[config.mk]
export PLATFORM = sky130hd
export DESIGN_NAME = buddy_block_allocator_core_flat
export DESIGN_NICKNAME = d
export VERILOG_FILES = /design/src/rtl/core/bba_pkg.sv /design/src/rtl/core/bba_if.sv /design/src/rtl/core/buddy_block_allocator_core.sv /design/src/rtl/core/bba_node_mem.sv /design/src/flat_wrapper.sv
export SDC_FILE = /design/constraint.sdc
export NUM_CORES = 1
export LEC_CHECK = 0
export ABC_AREA = 1
export BUFFER_PORTS_ARGS = -buffer_cell sky130_fd_sc_hd__buf_4
export CAP_MARGIN = 10
export CORE_MARGIN = 10
export CORE_UTILIZATION = 50
export DETAILED_ROUTE_END_ITERATION = 12
export GPL_ROUTABILITY_DRIVEN = 0
export PLACE_DENSITY_LB_ADDON = 0.3
export SLEW_MARGIN = 20
export SYNTH_ARGS = -nofsm -noshare
export SYNTH_HDL_FRONTEND = slang
export SYNTH_SLANG_ARGS = --single-unit
[constraint.sdc]
create_clock -name clk -period 35.8 [get_ports clk]
set_clock_uncertainty 0.15 [all_clocks]
set_input_delay 3.58 -clock clk [delete_from_list [all_inputs] [get_ports clk]]
set_output_delay 3.58 -clock clk [all_outputs]
set_load 0.01 [all_outputs]
[src/rtl/core/bba_pkg.sv]
// ----------------------------------------------------------------------------
// bba_pkg
// Node status codes and shared types for the buddy block allocator.
// ----------------------------------------------------------------------------
package bba_pkg;

	typedef enum logic [1:0] {
		ST_ABSENT = 2'd0,
		ST_FREE   = 2'd1,
		ST_ALLOC  = 2'd2,
		ST_SPLIT  = 2'd3
	} node_st_t;

	localparam logic OP_ALLOC = 1'b0;
	localparam logic OP_FREE  = 1'b1;

	localparam int unsigned REQ_W = 16;
	localparam int unsigned OFF_W = 15;

endpackage

[src/rtl/core/bba_if.sv]
// ----------------------------------------------------------------------------
// bba_req_if / bba_rsp_if
// Valid/ready channels for allocator requests and responses.
// ----------------------------------------------------------------------------
interface bba_req_if;
	logic                        valid;
	logic                        ready;
	logic                        op;
	logic [bba_pkg::REQ_W-1:0]   req_size;
	logic [bba_pkg::OFF_W-1:0]   free_offset;
	modport source (output valid, op, req_size, free_offset, input ready);
	modport sink (input valid, op, req_size, free_offset, output ready);
endinterface

interface bba_rsp_if;
	logic                        valid;
	logic                        ready;
	logic                        success;
	logic [bba_pkg::OFF_W-1:0]   block_offset;
	modport source (output valid, success, block_offset, input ready);
	modport sink (input valid, success, block_offset, output ready);
endinterface

[src/rtl/core/buddy_block_allocator_core.sv]
// ----------------------------------------------------------------------------
// buddy_block_allocator_core
// Binary buddy allocator over a region of MIN_BLOCK_BYTES << (LEVELS-1) bytes.
// ----------------------------------------------------------------------------
// One request at a time; the block is not ready while a request is in progress.
// A sequencer walks the node store through one write port and one registered
// read port. Allocate first rounds the size to a target level, one level at a
// time. It then scans from the target level toward the root, reading one node
// at a time. It splits the free block it finds down to the target with three
// writes per level (the node, then its two children), then marks the target
// node allocated. Free probes one node per level from the root downward, then
// merges upward while the buddy is free. Each response then holds in a result
// state until it is taken. After reset a clearing pass over every node runs
// before the first request is taken.
module buddy_block_allocator_core #(
	parameter int unsigned LEVELS          = 8,
	parameter int unsigned MIN_BLOCK_BYTES = 256
) (
	input logic clk,
	input logic arst_n,
	bba_req_if.sink   req,
	bba_rsp_if.source rsp
);
	localparam int unsigned LW  = (LEVELS > 1) ? $clog2(LEVELS) : 1;
	localparam int unsigned OBW = $clog2(MIN_BLOCK_BYTES) + LEVELS + 1;
	localparam logic [OBW-1:0] REGION = OBW'(MIN_BLOCK_BYTES) << (LEVELS - 1);
	localparam int unsigned MINSH = $clog2(MIN_BLOCK_BYTES);
	localparam int unsigned REQ_W_L = bba_pkg::REQ_W;

	typedef enum logic [3:0] {
		S_IDLE, S_TGT, S_ARD, S_ACHK, S_SPLIT, S_FRD, S_FCHK,
		S_MRD, S_MCHK, S_RSP
	} state_t;

	state_t state_q;
	logic                 op_q;
	logic [REQ_W_L-1:0]   size_q;
	logic [OBW-1:0]       foff_q;
	logic [LW-1:0]        tgt_q, lvl_q;
	logic [LEVELS-1:0]    k_q, cur_q;
	logic                 ok_q;
	logic [bba_pkg::OFF_W-1:0] off_q;

	logic                we;
	logic [LEVELS-1:0]   waddr, raddr;
	bba_pkg::node_st_t   wdata, rdata;
	logic                init_done;

	bba_node_mem #(.LEVELS(LEVELS)) u_mem (
		.clk, .arst_n, .we, .waddr, .wdata, .raddr, .rdata, .init_done
	);

	// block size at level l
	function automatic logic [OBW-1:0] bsz(input logic [LW-1:0] l);
		return REGION >> l;
	endfunction

	function automatic logic [LEVELS-1:0] base(input logic [LW-1:0] l);
		return LEVELS'((1 << l) - 1);
	endfunction

	logic [LEVELS-1:0] idx_alloc, idx_free, buddy, parent;
	assign idx_alloc = base(lvl_q) + k_q;
	// block index of foff at level lvl: foff >> (MINSH + LEVELS-1-lvl)
	assign idx_free = base(lvl_q) +
		LEVELS'(foff_q >> (MINSH + LEVELS - 1 - 32'(lvl_q)));
	assign buddy  = cur_q[0] ? cur_q + 1'b1 : cur_q - 1'b1;
	assign parent = (cur_q - 1'b1) >> 1;

	logic free_aligned;
	assign free_aligned = (foff_q & (bsz(lvl_q) - 1'b1)) == '0;

	// single write per cycle; splits write node, then children in order
	logic [1:0] sub_q;

	always_comb begin
		raddr = '0;
		we    = 1'b0;
		waddr = cur_q;
		wdata = bba_pkg::ST_ABSENT;
		unique case (state_q)
			S_ARD:   raddr = idx_alloc;
			S_FRD:   raddr = idx_free;
			S_MRD:   raddr = buddy;
			S_SPLIT: begin
				we = 1'b1;
				unique case (sub_q)
					2'd0: begin waddr = cur_q; wdata = (lvl_q == tgt_q) ?
						bba_pkg::ST_ALLOC : bba_pkg::ST_SPLIT; end
					2'd1: begin
						waddr = LEVELS'(2 * cur_q + 1); wdata = bba_pkg::ST_FREE;
					end
					default: begin
						waddr = LEVELS'(2 * cur_q + 2); wdata = bba_pkg::ST_FREE;
					end
				endcase
			end
			S_FCHK: begin
				we = (rdata == bba_pkg::ST_ALLOC) && free_aligned &&
					(foff_q < REGION);
				waddr = idx_free; wdata = bba_pkg::ST_FREE;
			end
			S_MCHK: begin
				// keep reading the buddy so its status holds over the merge writes
				raddr = buddy;
				we = (rdata == bba_pkg::ST_FREE);
				unique case (sub_q)
					2'd0: begin waddr = cur_q; wdata = bba_pkg::ST_ABSENT; end
					2'd1: begin waddr = buddy; wdata = bba_pkg::ST_ABSENT; end
					default: begin waddr = parent; wdata = bba_pkg::ST_FREE; end
				endcase
			end
			default: ;
		endcase
	end

	always_ff @(posedge clk or negedge arst_n) begin
		if (!arst_n) begin
			state_q <= S_IDLE;
			sub_q   <= '0;
		end else begin
			unique case (state_q)
				S_IDLE: if (req.valid && init_done) begin
					op_q   <= req.op;
					size_q <= req.req_size;
					foff_q <= OBW'(req.free_offset);
					ok_q   <= 1'b0;
					off_q  <= '0;
					sub_q  <= '0;
					tgt_q  <= LW'(LEVELS - 1);
					lvl_q  <= '0;
					state_q <= (req.op == bba_pkg::OP_FREE) ? S_FRD : S_TGT;
				end
				S_TGT: begin
					if (OBW'(size_q) > REGION) state_q <= S_RSP;
					else if (tgt_q != '0 && bsz(tgt_q) < OBW'(size_q))
						tgt_q <= tgt_q - 1'b1;
					else begin
						lvl_q <= tgt_q; k_q <= '0; state_q <= S_ARD;
					end
				end
				S_ARD: state_q <= S_ACHK;
				S_ACHK: begin
					if (rdata == bba_pkg::ST_FREE) begin
						cur_q <= idx_alloc;
						off_q <= bba_pkg::OFF_W'(OBW'(k_q) * bsz(lvl_q));
						ok_q  <= 1'b1;
						sub_q <= '0;
						state_q <= S_SPLIT;
					end else if (k_q != LEVELS'((1 << lvl_q) - 1)) begin
						k_q <= k_q + 1'b1; state_q <= S_ARD;
					end else if (lvl_q != '0) begin
						lvl_q <= lvl_q - 1'b1; k_q <= '0; state_q <= S_ARD;
					end else state_q <= S_RSP;
				end
				S_SPLIT: begin
					if (lvl_q == tgt_q) state_q <= S_RSP;
					else if (sub_q == 2'd2) begin
						sub_q <= '0; cur_q <= LEVELS'(2 * cur_q + 1);
						lvl_q <= lvl_q + 1'b1;
					end else sub_q <= sub_q + 1'b1;
				end
				S_FRD: begin
					if (foff_q >= REGION) state_q <= S_RSP;
					else state_q <= S_FCHK;
				end
				S_FCHK: begin
					if (we) begin
						ok_q <= 1'b1; cur_q <= idx_free; sub_q <= '0;
						state_q <= (lvl_q == '0) ? S_RSP : S_MRD;
					end else if (lvl_q != LW'(LEVELS - 1)) begin
						lvl_q <= lvl_q + 1'b1; state_q <= S_FRD;
					end else state_q <= S_RSP;
				end
				S_MRD: state_q <= S_MCHK;
				S_MCHK: begin
					if (rdata != bba_pkg::ST_FREE) state_q <= S_RSP;
					else if (sub_q != 2'd2) sub_q <= sub_q + 1'b1;
					else begin
						sub_q <= '0; cur_q <= parent; lvl_q <= lvl_q - 1'b1;
						state_q <= (lvl_q == LW'(1)) ? S_RSP : S_MRD;
					end
				end
				S_RSP: if (rsp.ready) state_q <= S_IDLE;
				default: state_q <= S_IDLE;
			endcase
		end
	end

	assign req.ready        = (state_q == S_IDLE) && init_done;
	assign rsp.valid        = (state_q == S_RSP);
	assign rsp.success      = ok_q;
	assign rsp.block_offset = (op_q == bba_pkg::OP_ALLOC) ? off_q : '0;

`ifndef NO_ASSERTIONS
	a_no_accept_busy: assert property (@(posedge clk) disable iff (!arst_n)
		(state_q != S_IDLE) |-> !req.ready)
		else $error("request taken while busy");
	a_rsp_hold: assert property (@(posedge clk) disable iff (!arst_n)
		(rsp.valid && !rsp.ready) |=> (rsp.valid && $stable(ok_q)))
		else $error("response dropped before transaction");
	a_free_zero: assert property (@(posedge clk) disable iff (!arst_n)
		(rsp.valid && op_q == bba_pkg::OP_FREE) |-> (rsp.block_offset == '0))
		else $error("free returned an offset");
`endif
endmodule

[src/rtl/core/bba_node_mem.sv]
// ----------------------------------------------------------------------------
// bba_node_mem
// Node status store in heap order: one write port, one registered read port.
// A clearing pass after reset sets the root free and all others absent.
// ----------------------------------------------------------------------------
module bba_node_mem #(
	parameter int unsigned LEVELS = 8
) (
	input  logic                clk,
	input  logic                arst_n,
	input  logic                we,
	input  logic [LEVELS-1:0]   waddr,
	input  bba_pkg::node_st_t   wdata,
	input  logic [LEVELS-1:0]   raddr,
	output bba_pkg::node_st_t   rdata,
	output logic                init_done
);
	localparam int unsigned NODES = (1 << LEVELS) - 1;

	bba_pkg::node_st_t mem [NODES];
	logic [LEVELS-1:0] clr_q;
	logic              busy_q;

	always_ff @(posedge clk or negedge arst_n) begin
		if (!arst_n) begin
			clr_q  <= '0;
			busy_q <= 1'b1;
		end else if (busy_q) begin
			clr_q <= clr_q + 1'b1;
			if (clr_q == LEVELS'(NODES - 1)) busy_q <= 1'b0;
		end
	end

	always_ff @(posedge clk) begin
		if (busy_q) begin
			mem[clr_q] <= (clr_q == '0) ? bba_pkg::ST_FREE : bba_pkg::ST_ABSENT;
		end else if (we) begin
			mem[waddr] <= wdata;
		end
		rdata <= mem[raddr];
	end

	assign init_done = !busy_q;
endmodule
[src/flat_wrapper.sv]
// flat-port wrapper written by rule: the top's interface ports become plain ports
module buddy_block_allocator_core_flat 
#(
	parameter int unsigned LEVELS          = 8,
	parameter int unsigned MIN_BLOCK_BYTES = 256
)
  (clk, arst_n, req_valid, req_op, req_req_size, req_free_offset, req_ready, rsp_valid, rsp_success, rsp_block_offset, rsp_ready);
  bba_req_if req_i ();
  bba_rsp_if rsp_i ();
  input logic clk;
  input logic arst_n;
  input wire logic [$bits(req_i.valid)-1:0] req_valid;
  input wire logic [$bits(req_i.op)-1:0] req_op;
  input wire logic [$bits(req_i.req_size)-1:0] req_req_size;
  input wire logic [$bits(req_i.free_offset)-1:0] req_free_offset;
  output wire logic [$bits(req_i.ready)-1:0] req_ready;
  output wire logic [$bits(rsp_i.valid)-1:0] rsp_valid;
  output wire logic [$bits(rsp_i.success)-1:0] rsp_success;
  output wire logic [$bits(rsp_i.block_offset)-1:0] rsp_block_offset;
  input wire logic [$bits(rsp_i.ready)-1:0] rsp_ready;
  assign req_i.valid = req_valid;
  assign req_i.op = req_op;
  assign req_i.req_size = req_req_size;
  assign req_i.free_offset = req_free_offset;
  assign req_ready = req_i.ready;
  assign rsp_valid = rsp_i.valid;
  assign rsp_success = rsp_i.success;
  assign rsp_block_offset = rsp_i.block_offset;
  assign rsp_i.ready = rsp_ready;
  buddy_block_allocator_core #(.LEVELS(LEVELS), .MIN_BLOCK_BYTES(MIN_BLOCK_BYTES)) u_core (.clk(clk), .arst_n(arst_n), .req(req_i), .rsp(rsp_i));
endmodule
# Yosys cells after proc, flatten, opt, wreduce, memory -nomap -nowiden
# Memories as Yosys holds them, arrays and structs flattened. A register that Yosys moved wholly into a read port is not among the register bits.
# Cells that the tools add are included.
[totals] mem_bits_rw=510 word_cells=195 mem_bits_ro=0 register_bits=85 latchBits=0 memories=1 in_bits=36
[mem_list] memory="u_core.u_mem.mem" depth=255 width=2 read_ports=1 rd_ports_with_merged_regs=1 wr=1 line="bba_node_mem.sv:20" text="bba_pkg::node_st_t mem [NODES];"
[classes] n_lt_le_gt_ge=4 mul=1 n_mux=84 div=0 bitwise=1 addsub=15 eq_ne=40 n_shift=4 reduce_logical=32
[op_table] op="8-bit two-way mux" n=13
[op_table] op="4-bit two-way mux" n=15
[op_table] op="3-bit two-way mux" n=16
[op_table] op="8-bit one-hot mux with 2 select lines" n=3
[op_table] op="8-bit one-hot mux with 3 select lines" n=2
[op_table] op="15-bit two-way mux" n=3
[op_table] op="4-bit one-hot mux with 10 select lines" n=1
[op_table] op="16-bit by 3-bit >> shifter with 17-bit output (first input constant)" n=2
[op_table] op="8-bit by 1-bit adder with 8-bit output (second input constant)" n=4
[op_table] op="8-bit one-hot mux with 4 select lines" n=1
[op_table] op="15-bit by 32-bit >> shifter with 8-bit output" n=1
[op_table] op="15-bit one-hot mux with 2 select lines" n=1
[op_table] op="2-bit inequality test (second input constant)" n=10
[op_table] op="2-bit two-way mux" n=9
[op_table] op="2-bit by 1-bit inequality test with 1-bit output (second input constant)" n=9
[op_table] op="3-bit one-hot mux with 6 select lines" n=1
[op_table] op="15-bit by 17-bit AND with 17-bit output" n=1
[op_table] op="17-bit logical NOT" n=1
[op_table] op="17-bit by 16-bit less-than comparator with 1-bit output" n=1
[op_table] op="8-bit by 17-bit multiplier with 15-bit output" n=1
[op_table] op="17-bit by 1-bit subtractor with 17-bit output (second input constant)" n=1
[op_table] op="8-bit adder" n=2
[op_table] op="4-bit by 3-bit == test with 1-bit output (second input constant)" n=4
[op_table] op="15-bit by 16-bit >= comparator with 1-bit output (second input constant)" n=1
[op_table] op="45 further kinds" n=78

# Longest topological paths before layout
[logic_depth] word_depth=12 depth_mapped=25

# By module
# A second synthesis with hierarchy kept.
[unflattened] cells_unflattened=2967 area_unflattened_um2=28932.7
[modules_own_cells] mod="bba_node_mem" cells_per_inst=2118 area_each_um2=22648.0 n_inst=1
[modules_own_cells] mod="buddy_block_allocator_core" cells_per_inst=849 area_each_um2=6284.8 n_inst=1

# Worst setup path before layout
# Ideal clock, no wire load.
[synth_path] path_type="reg-to-reg" startpoint="register u_core.lvl_q[0]" endpoint="memory u_core.u_mem.mem[0][0] (netlist bit), data pin" required_ns=33.470 setup_ns=2.180 path_buffers=1 synth_period_minus_slack_ns=14.362 arrival_time_ns=12.032 path_stages_with_launch=16 setup_slack_ns=21.438 cell_sequence="edfxtp_1 ha_1 ha_1 buf_2 inv_1 nand2_1 nor2_2 or2_1 nand3_1 nand2_1 nor2_1 nand2_1 nand3_2 nand2_2 clkinv_1 o21ai_0"
[synth_via] elab_chain_cells=12
[synth_rtl] element="start, declared" line="buddy_block_allocator_core.sv:39" text="logic [LW-1:0] tgt_q, lvl_q;"
[synth_rtl] element="start signal, assigned" line="buddy_block_allocator_core.sv:160" text="lvl_q <= lvl_q + 1'b1;"
[synth_rtl] element="16-bit by 3-bit >> shifter with 17-bit output" line="buddy_block_allocator_core.sv:55" text="return REGION >> l;"
[synth_rtl] element="17-bit by 1-bit subtractor with 17-bit output" line="buddy_block_allocator_core.sv:71" text="assign free_aligned = (foff_q & (bsz(lvl_q) - 1'b1)) == '0;"
[synth_rtl] element="15-bit by 17-bit AND with 17-bit output" line="buddy_block_allocator_core.sv:71"
[synth_rtl] element="17-bit logical NOT" line="buddy_block_allocator_core.sv:71"
[synth_rtl] element="1-bit logical AND (2 in a row)" line="buddy_block_allocator_core.sv:99" text="we = (rdata == bba_pkg::ST_ALLOC) && free_aligned &&"
[synth_rtl] element="1-bit one-hot mux with 3 select lines" line="buddy_block_allocator_core.sv:81" text="unique case (state_q)"
[synth_rtl] element="1-bit two-way mux" line="bba_node_mem.sv:37" text="end else if (we) begin"
[synth_rtl] element="1-bit two-way mux" line="bba_node_mem.sv:35" text="if (busy_q) begin"
[synth_rtl] element="1-bit two-way mux (not written as such)" line="bba_node_mem.sv:38" text="mem[waddr] <= wdata;"
[synth_rtl] element="2-bit OR reduction (no source line)"
[synth_rtl] element="2-bit two-way mux (no source line) (*)"
[synth_rtl] element="end, declared" line="bba_node_mem.sv:20"
# Every way passes the cells marked *; elsewhere a longest branch is shown, timed or not.

# Worst setup path in the final report
[layout_path] startpoint="register u_core.lvl_q[1]" endpoint="register u_core.u_mem.rdata[1], read port of u_core.u_mem.mem"
[layout_via] elab_chain_cells=4
[layout_rtl] element="4-bit by 3-bit subtractor with 5-bit output / 1-bit by 3-bit << shifter with 8-bit output (equally long branches)" line="buddy_block_allocator_core.sv:66, buddy_block_allocator_core.sv:59"
[layout_rtl] element="15-bit by 32-bit >> shifter with 8-bit output / 8-bit by 2-bit subtractor with 8-bit output (equally long branches)" line="buddy_block_allocator_core.sv:66, buddy_block_allocator_core.sv:59"
[layout_rtl] element="8-bit adder (on tied branches)" line="buddy_block_allocator_core.sv:65, buddy_block_allocator_core.sv:63"
[layout_rtl] element="8-bit one-hot mux with 3 select lines (*)" line="buddy_block_allocator_core.sv:81"
[layout_rtl] element="end, declared" line="bba_node_mem.sv:15" text="output bba_pkg::node_st_t rdata,"
# Marks and branches as above.
# A chain may end at the register's enable or synchronous reset.

==> run_results.csv <==
group,metric,value,unit
floorplanning,die_area,70700,sq um
min_path,worstHoldStart,"u_core.u_mem.clr_q[0]",
setup_path,crit_path_start,"u_core.lvl_q[1]",
synth,synth_compound_area_share,3.09,%
power,powerDensity,75.5,nW/um^2
layout,final_area,33100,sq um
placement,io_buffers,45,
clock_tree,cts_max_level,2,
drt,wl,78500,microns
synth,synth-main-ff-cell,"edfxtp_1",
clock_tree,cts-root-buf,"clkbuf_16",
timing,maxSlewHeadroom,20.5,%
drt,routedWlPerCell,19.2,microns
placement,dpl.hpwl,45400,microns
outcome,status,"finished clean",
timing,hold_viol,0,
layout,fillCellCount,5442,
synth,synthTopCellsByArea,"edfxtp_1 57%, nand3_1 8.9%, nand2_1 8.7%, inv_1 6.2%, nor2_1 4.8%",
clock_tree,clkSinkCount,589,
timing,fin_crit,5.93,ns
clock_tree,holdBufCountCts,0,
drt,route.met2.wl,36800,microns
timing,finalSetupViolations,0,
drt,ant_nets,0,
setup_path,crit_slowest_cell,"buf_4",
layout,syn2layout_area_growth,9.48,%
floorplanning,core-area,60100,sq um
setup_path,path_cells,"inv_1 > ha_1 > inv_1 > nor2_1 > inv_1 > ha_1 > nand3_1 > nand2_1 > clkinv_2 > nand2_4 > buf_4 > buf_4 > nand2_1 > nand3_1 > nand3_1 > nand3_1 > nand3_1 > nand3_1 > nand3_1 > nand3_1 > nand2_1",
layout,multi_input_area,10100,sq um
layout,nets,3358,
job,drv_cap,0,
clock_tree,cts.path.max_buffers,3,
global_route,grt_pass1_vias,21400,
drt,drc,0,
drt,vias_per_cell,5.54,
floorplanning,die_x,266,microns
synth,syn_avg_cell_area,9.18,sq um
drt,dr.pass1.iters,6,
timing,rsz0062_at_grt,"false",
timing,tns,0,ns
synth,yosys.area.top_type_share,56.8,%
clock_tree,cts_tree,"done",
drt,via_count,22700,
synth,synth-adder-area-share,2.90,%
synth,synth_top_area_cell,"edfxtp_1",
floorplanning,std_cell_rows,90,
setup_path,cpPeakStageDelay,0.81,ns
synth,ys_seq_area_share,58.2,%
setup_path,worstSetupPathType,"reg -> reg",
clock_tree,cts_inserted_buffers,61,
global_route,antenna_found_initial,1,
floorplanning,initial_utilization,50.3,%
setup_path,worstPathMaxFanout,95,
setup_path,ff2ff_path_depth,21,
synth,synthSimpleGateAreaFrac,25.5,%
drt,met3_length,6650,microns
drt,top_layer,"met4",
timing,worst_pin_slew,1.19,ns
drt,drt_iter0_drc,2607,
setup_path,cp.required,36.15,ns
synth,synth_top_family_by_area,"simple AND/OR/NAND/NOR gates",
min_path,hold_depth,1,
drt,wl_met1,33400,microns
synth,yosysUniqueCellTypes,49,
power,peakVddDrop,0.0467,mV
synth,netlist_area,30200,sq um
placement,post_dp_cell_area,31100,sq um
synth,synth_async_sr_flop_share,2.55,%
timing,maxSlewViolCount,0,
power,power_leakage,13.4,nW
synth,syn-instance-count,3293,
floorplanning,die_h,266,microns
layout,seq_area,17600,sq um
setup_path,start_kind,"register",
global_route,grt_max_degree,249,
global_route,grt_pass1_wl,122000,microns
setup_path,cp-end-kind,"register",
setup_path,cp_common_cell,"nand3_1",
clock_tree,post_cts_buffers,0,
setup_path,worstPathArrival,6.28,ns
timing,finalCritPeriodShare,16.6,%
global_route,track_usage,21.9,%
clock_tree,ctsResizeCount,0,
synth,yosys_warnings,0,
synth,yosys.area_share.xor_xnor,1.45,%
synth,synthMuxAreaShare,0.0331,%
min_path,min_path_type,"reg -> reg",
synth,ys_ff_latch,589,
floorplanning,num_io_pins,54,
global_route,grt_overflow,0,
clock_tree,clock_latency,0.64,ns
clock_tree,clk_pin_slew,0.07,ns
layout,diodes,0,
timing,fmaxAchievable,169,MHz
setup_path,r2r_start,"u_core.lvl_q[1]",
layout,drive_gt1_share,6.41,%
synth,synth-edff-count,572,
==> Yosys cell counts (3+ instances only) <==
| cell | count |
|---|---|
| nand2_1 | 698 |
| edfxtp_1 | 572 |
| nand3_1 | 535 |
| inv_1 | 497 |
| nor2_1 | 386 |
| clkbuf_1 | 93 |
| nand3b_1 | 70 |
| buf_2 | 57 |
| ha_1 | 54 |
| o21ai_0 | 52 |
| a21oi_1 | 40 |
| o211ai_1 | 34 |
| xor2_1 | 30 |
| xnor2_1 | 20 |
| buf_1 | 15 |
| nand4_1 | 15 |
| dfrtp_1 | 14 |
| nor3_1 | 14 |
| fa_1 | 10 |
| nand2_2 | 10 |
| buf_4 | 8 |
| a31oi_1 | 6 |
| nor2_2 | 6 |
| nor4_1 | 6 |
| nand3_2 | 5 |
| or2_2 | 5 |
| a211oi_1 | 4 |
| inv_2 | 3 |
| nor3b_1 | 3 |
| o21a_1 | 3 |
==> path summary, 6_finish.rpt <==
path	endpoint	slack, ns
worst min register to register	u_core.u_mem.clr_q[0]	0.35
worst max-delay path	u_core.u_mem.rdata[1]	29.87
worst min-delay path	u_core.u_mem.clr_q[0]	0.35
worst max register to register	u_core.u_mem.rdata[1]	29.87
max in group asynchronous	u_core.u_mem.busy_q	32.58
min in group asynchronous	u_core.state_q[0]	2.65
==> per-stage QoR <==
step                hold slack [ns]  power (mW)  instances  setup slack (ns)  utilization [%]
floorplan                     0.319        1.59       3300             21.44                -
global placement              0.337        1.86       3977             30.20             51.7
detailed placement            0.340        1.87       3977             30.01             51.7
CTS                           0.353        2.49       4091             29.96             55.0
global route                  0.394        2.65       4091             29.37             55.0
finish                        0.351        2.50       4091             29.87             55.0
==> state kept, by name, indices dropped and copies added, names as in the netlist <==
register             count
u_core.u_mem.mem       510
u_core.size_q           16
u_core.foff_q           15
u_core.cur_q             8
u_core.k_q               8
u_core.u_mem.clr_q       8
u_core.off_q             7
u_core.state_q           4
u_core.lvl_q             3
u_core.tgt_q             3
u_core.sub_q             2
u_core.u_mem.rdata       2
u_core.op_q              1
u_core.rsp.success       1
u_core.u_mem.busy_q      1
==> worst max-delay path, delay by kind of cell (launching register included) <==
family                   cells  cell delay, ns
AND/OR/NAND/NOR             13            1.94
flip-flops                   1            0.53
adder cells (fa/ha/maj)      2            0.64
buffers and inverters        6            2.36
==> routing by layer <==
layer	vias up	track usage (%)
li1	10800	-
met1	10800	29.7
met2	952	35.4
met3	126	4.20
met4	0	6.18
met5	-	0
==> layout make-up <==
type | count | area share [%]
flip-flops and latches | 589 | 53.2
multi-input cells | 2035 | 30.5
inverters | 502 | 5.71
clock buffers | 64 | 4.65
well taps | 782 | 2.96
repair buffers | 69 | 1.64
clock inverters | 50 | 1.32
==> cell usage in the layout, fill, tap and decap left out, drive strengths merged, types with 8 or more instances in the layout <==
| master | instances |
|---|---|
| o211ai | 34 |
| nand4 | 15 |
| buf | 69 |
| nand2 | 708 |
| edfxtp | 572 |
| nor2 | 394 |
| nor3 | 14 |
| a21oi | 42 |
| ha | 54 |
| clkbuf | 64 |
| dfrtp | 14 |
| inv | 501 |
| nand3b | 70 |
| xnor2 | 20 |
| clkinv | 41 |
| o21ai | 55 |
| conb | 8 |
| xor2 | 30 |
| nand3 | 540 |
| fa | 10 |
==> cells by family after synthesis <==
logic type,count (synthesis)
simple gates,1758
buf+inv,676
flops,589
compound gates,154
fa+ha+maj,64
xor+xnor,50
other cells,1
mux,1
==> where the power goes <==
group / switching (mW) / leakage (nW) / internal, mW / total [mW]
clock: 0.270 / 0.971 / 0.355 / 0.625
combinational: 0.736 / 7.09 / 0.301 / 1.04
sequential: 0.0255 / 5.37 / 0.810 / 0.835
total: 1.03 / 13.4 / 1.47 / 2.50
Note: power is estimated with default switching activity, not from simulation.
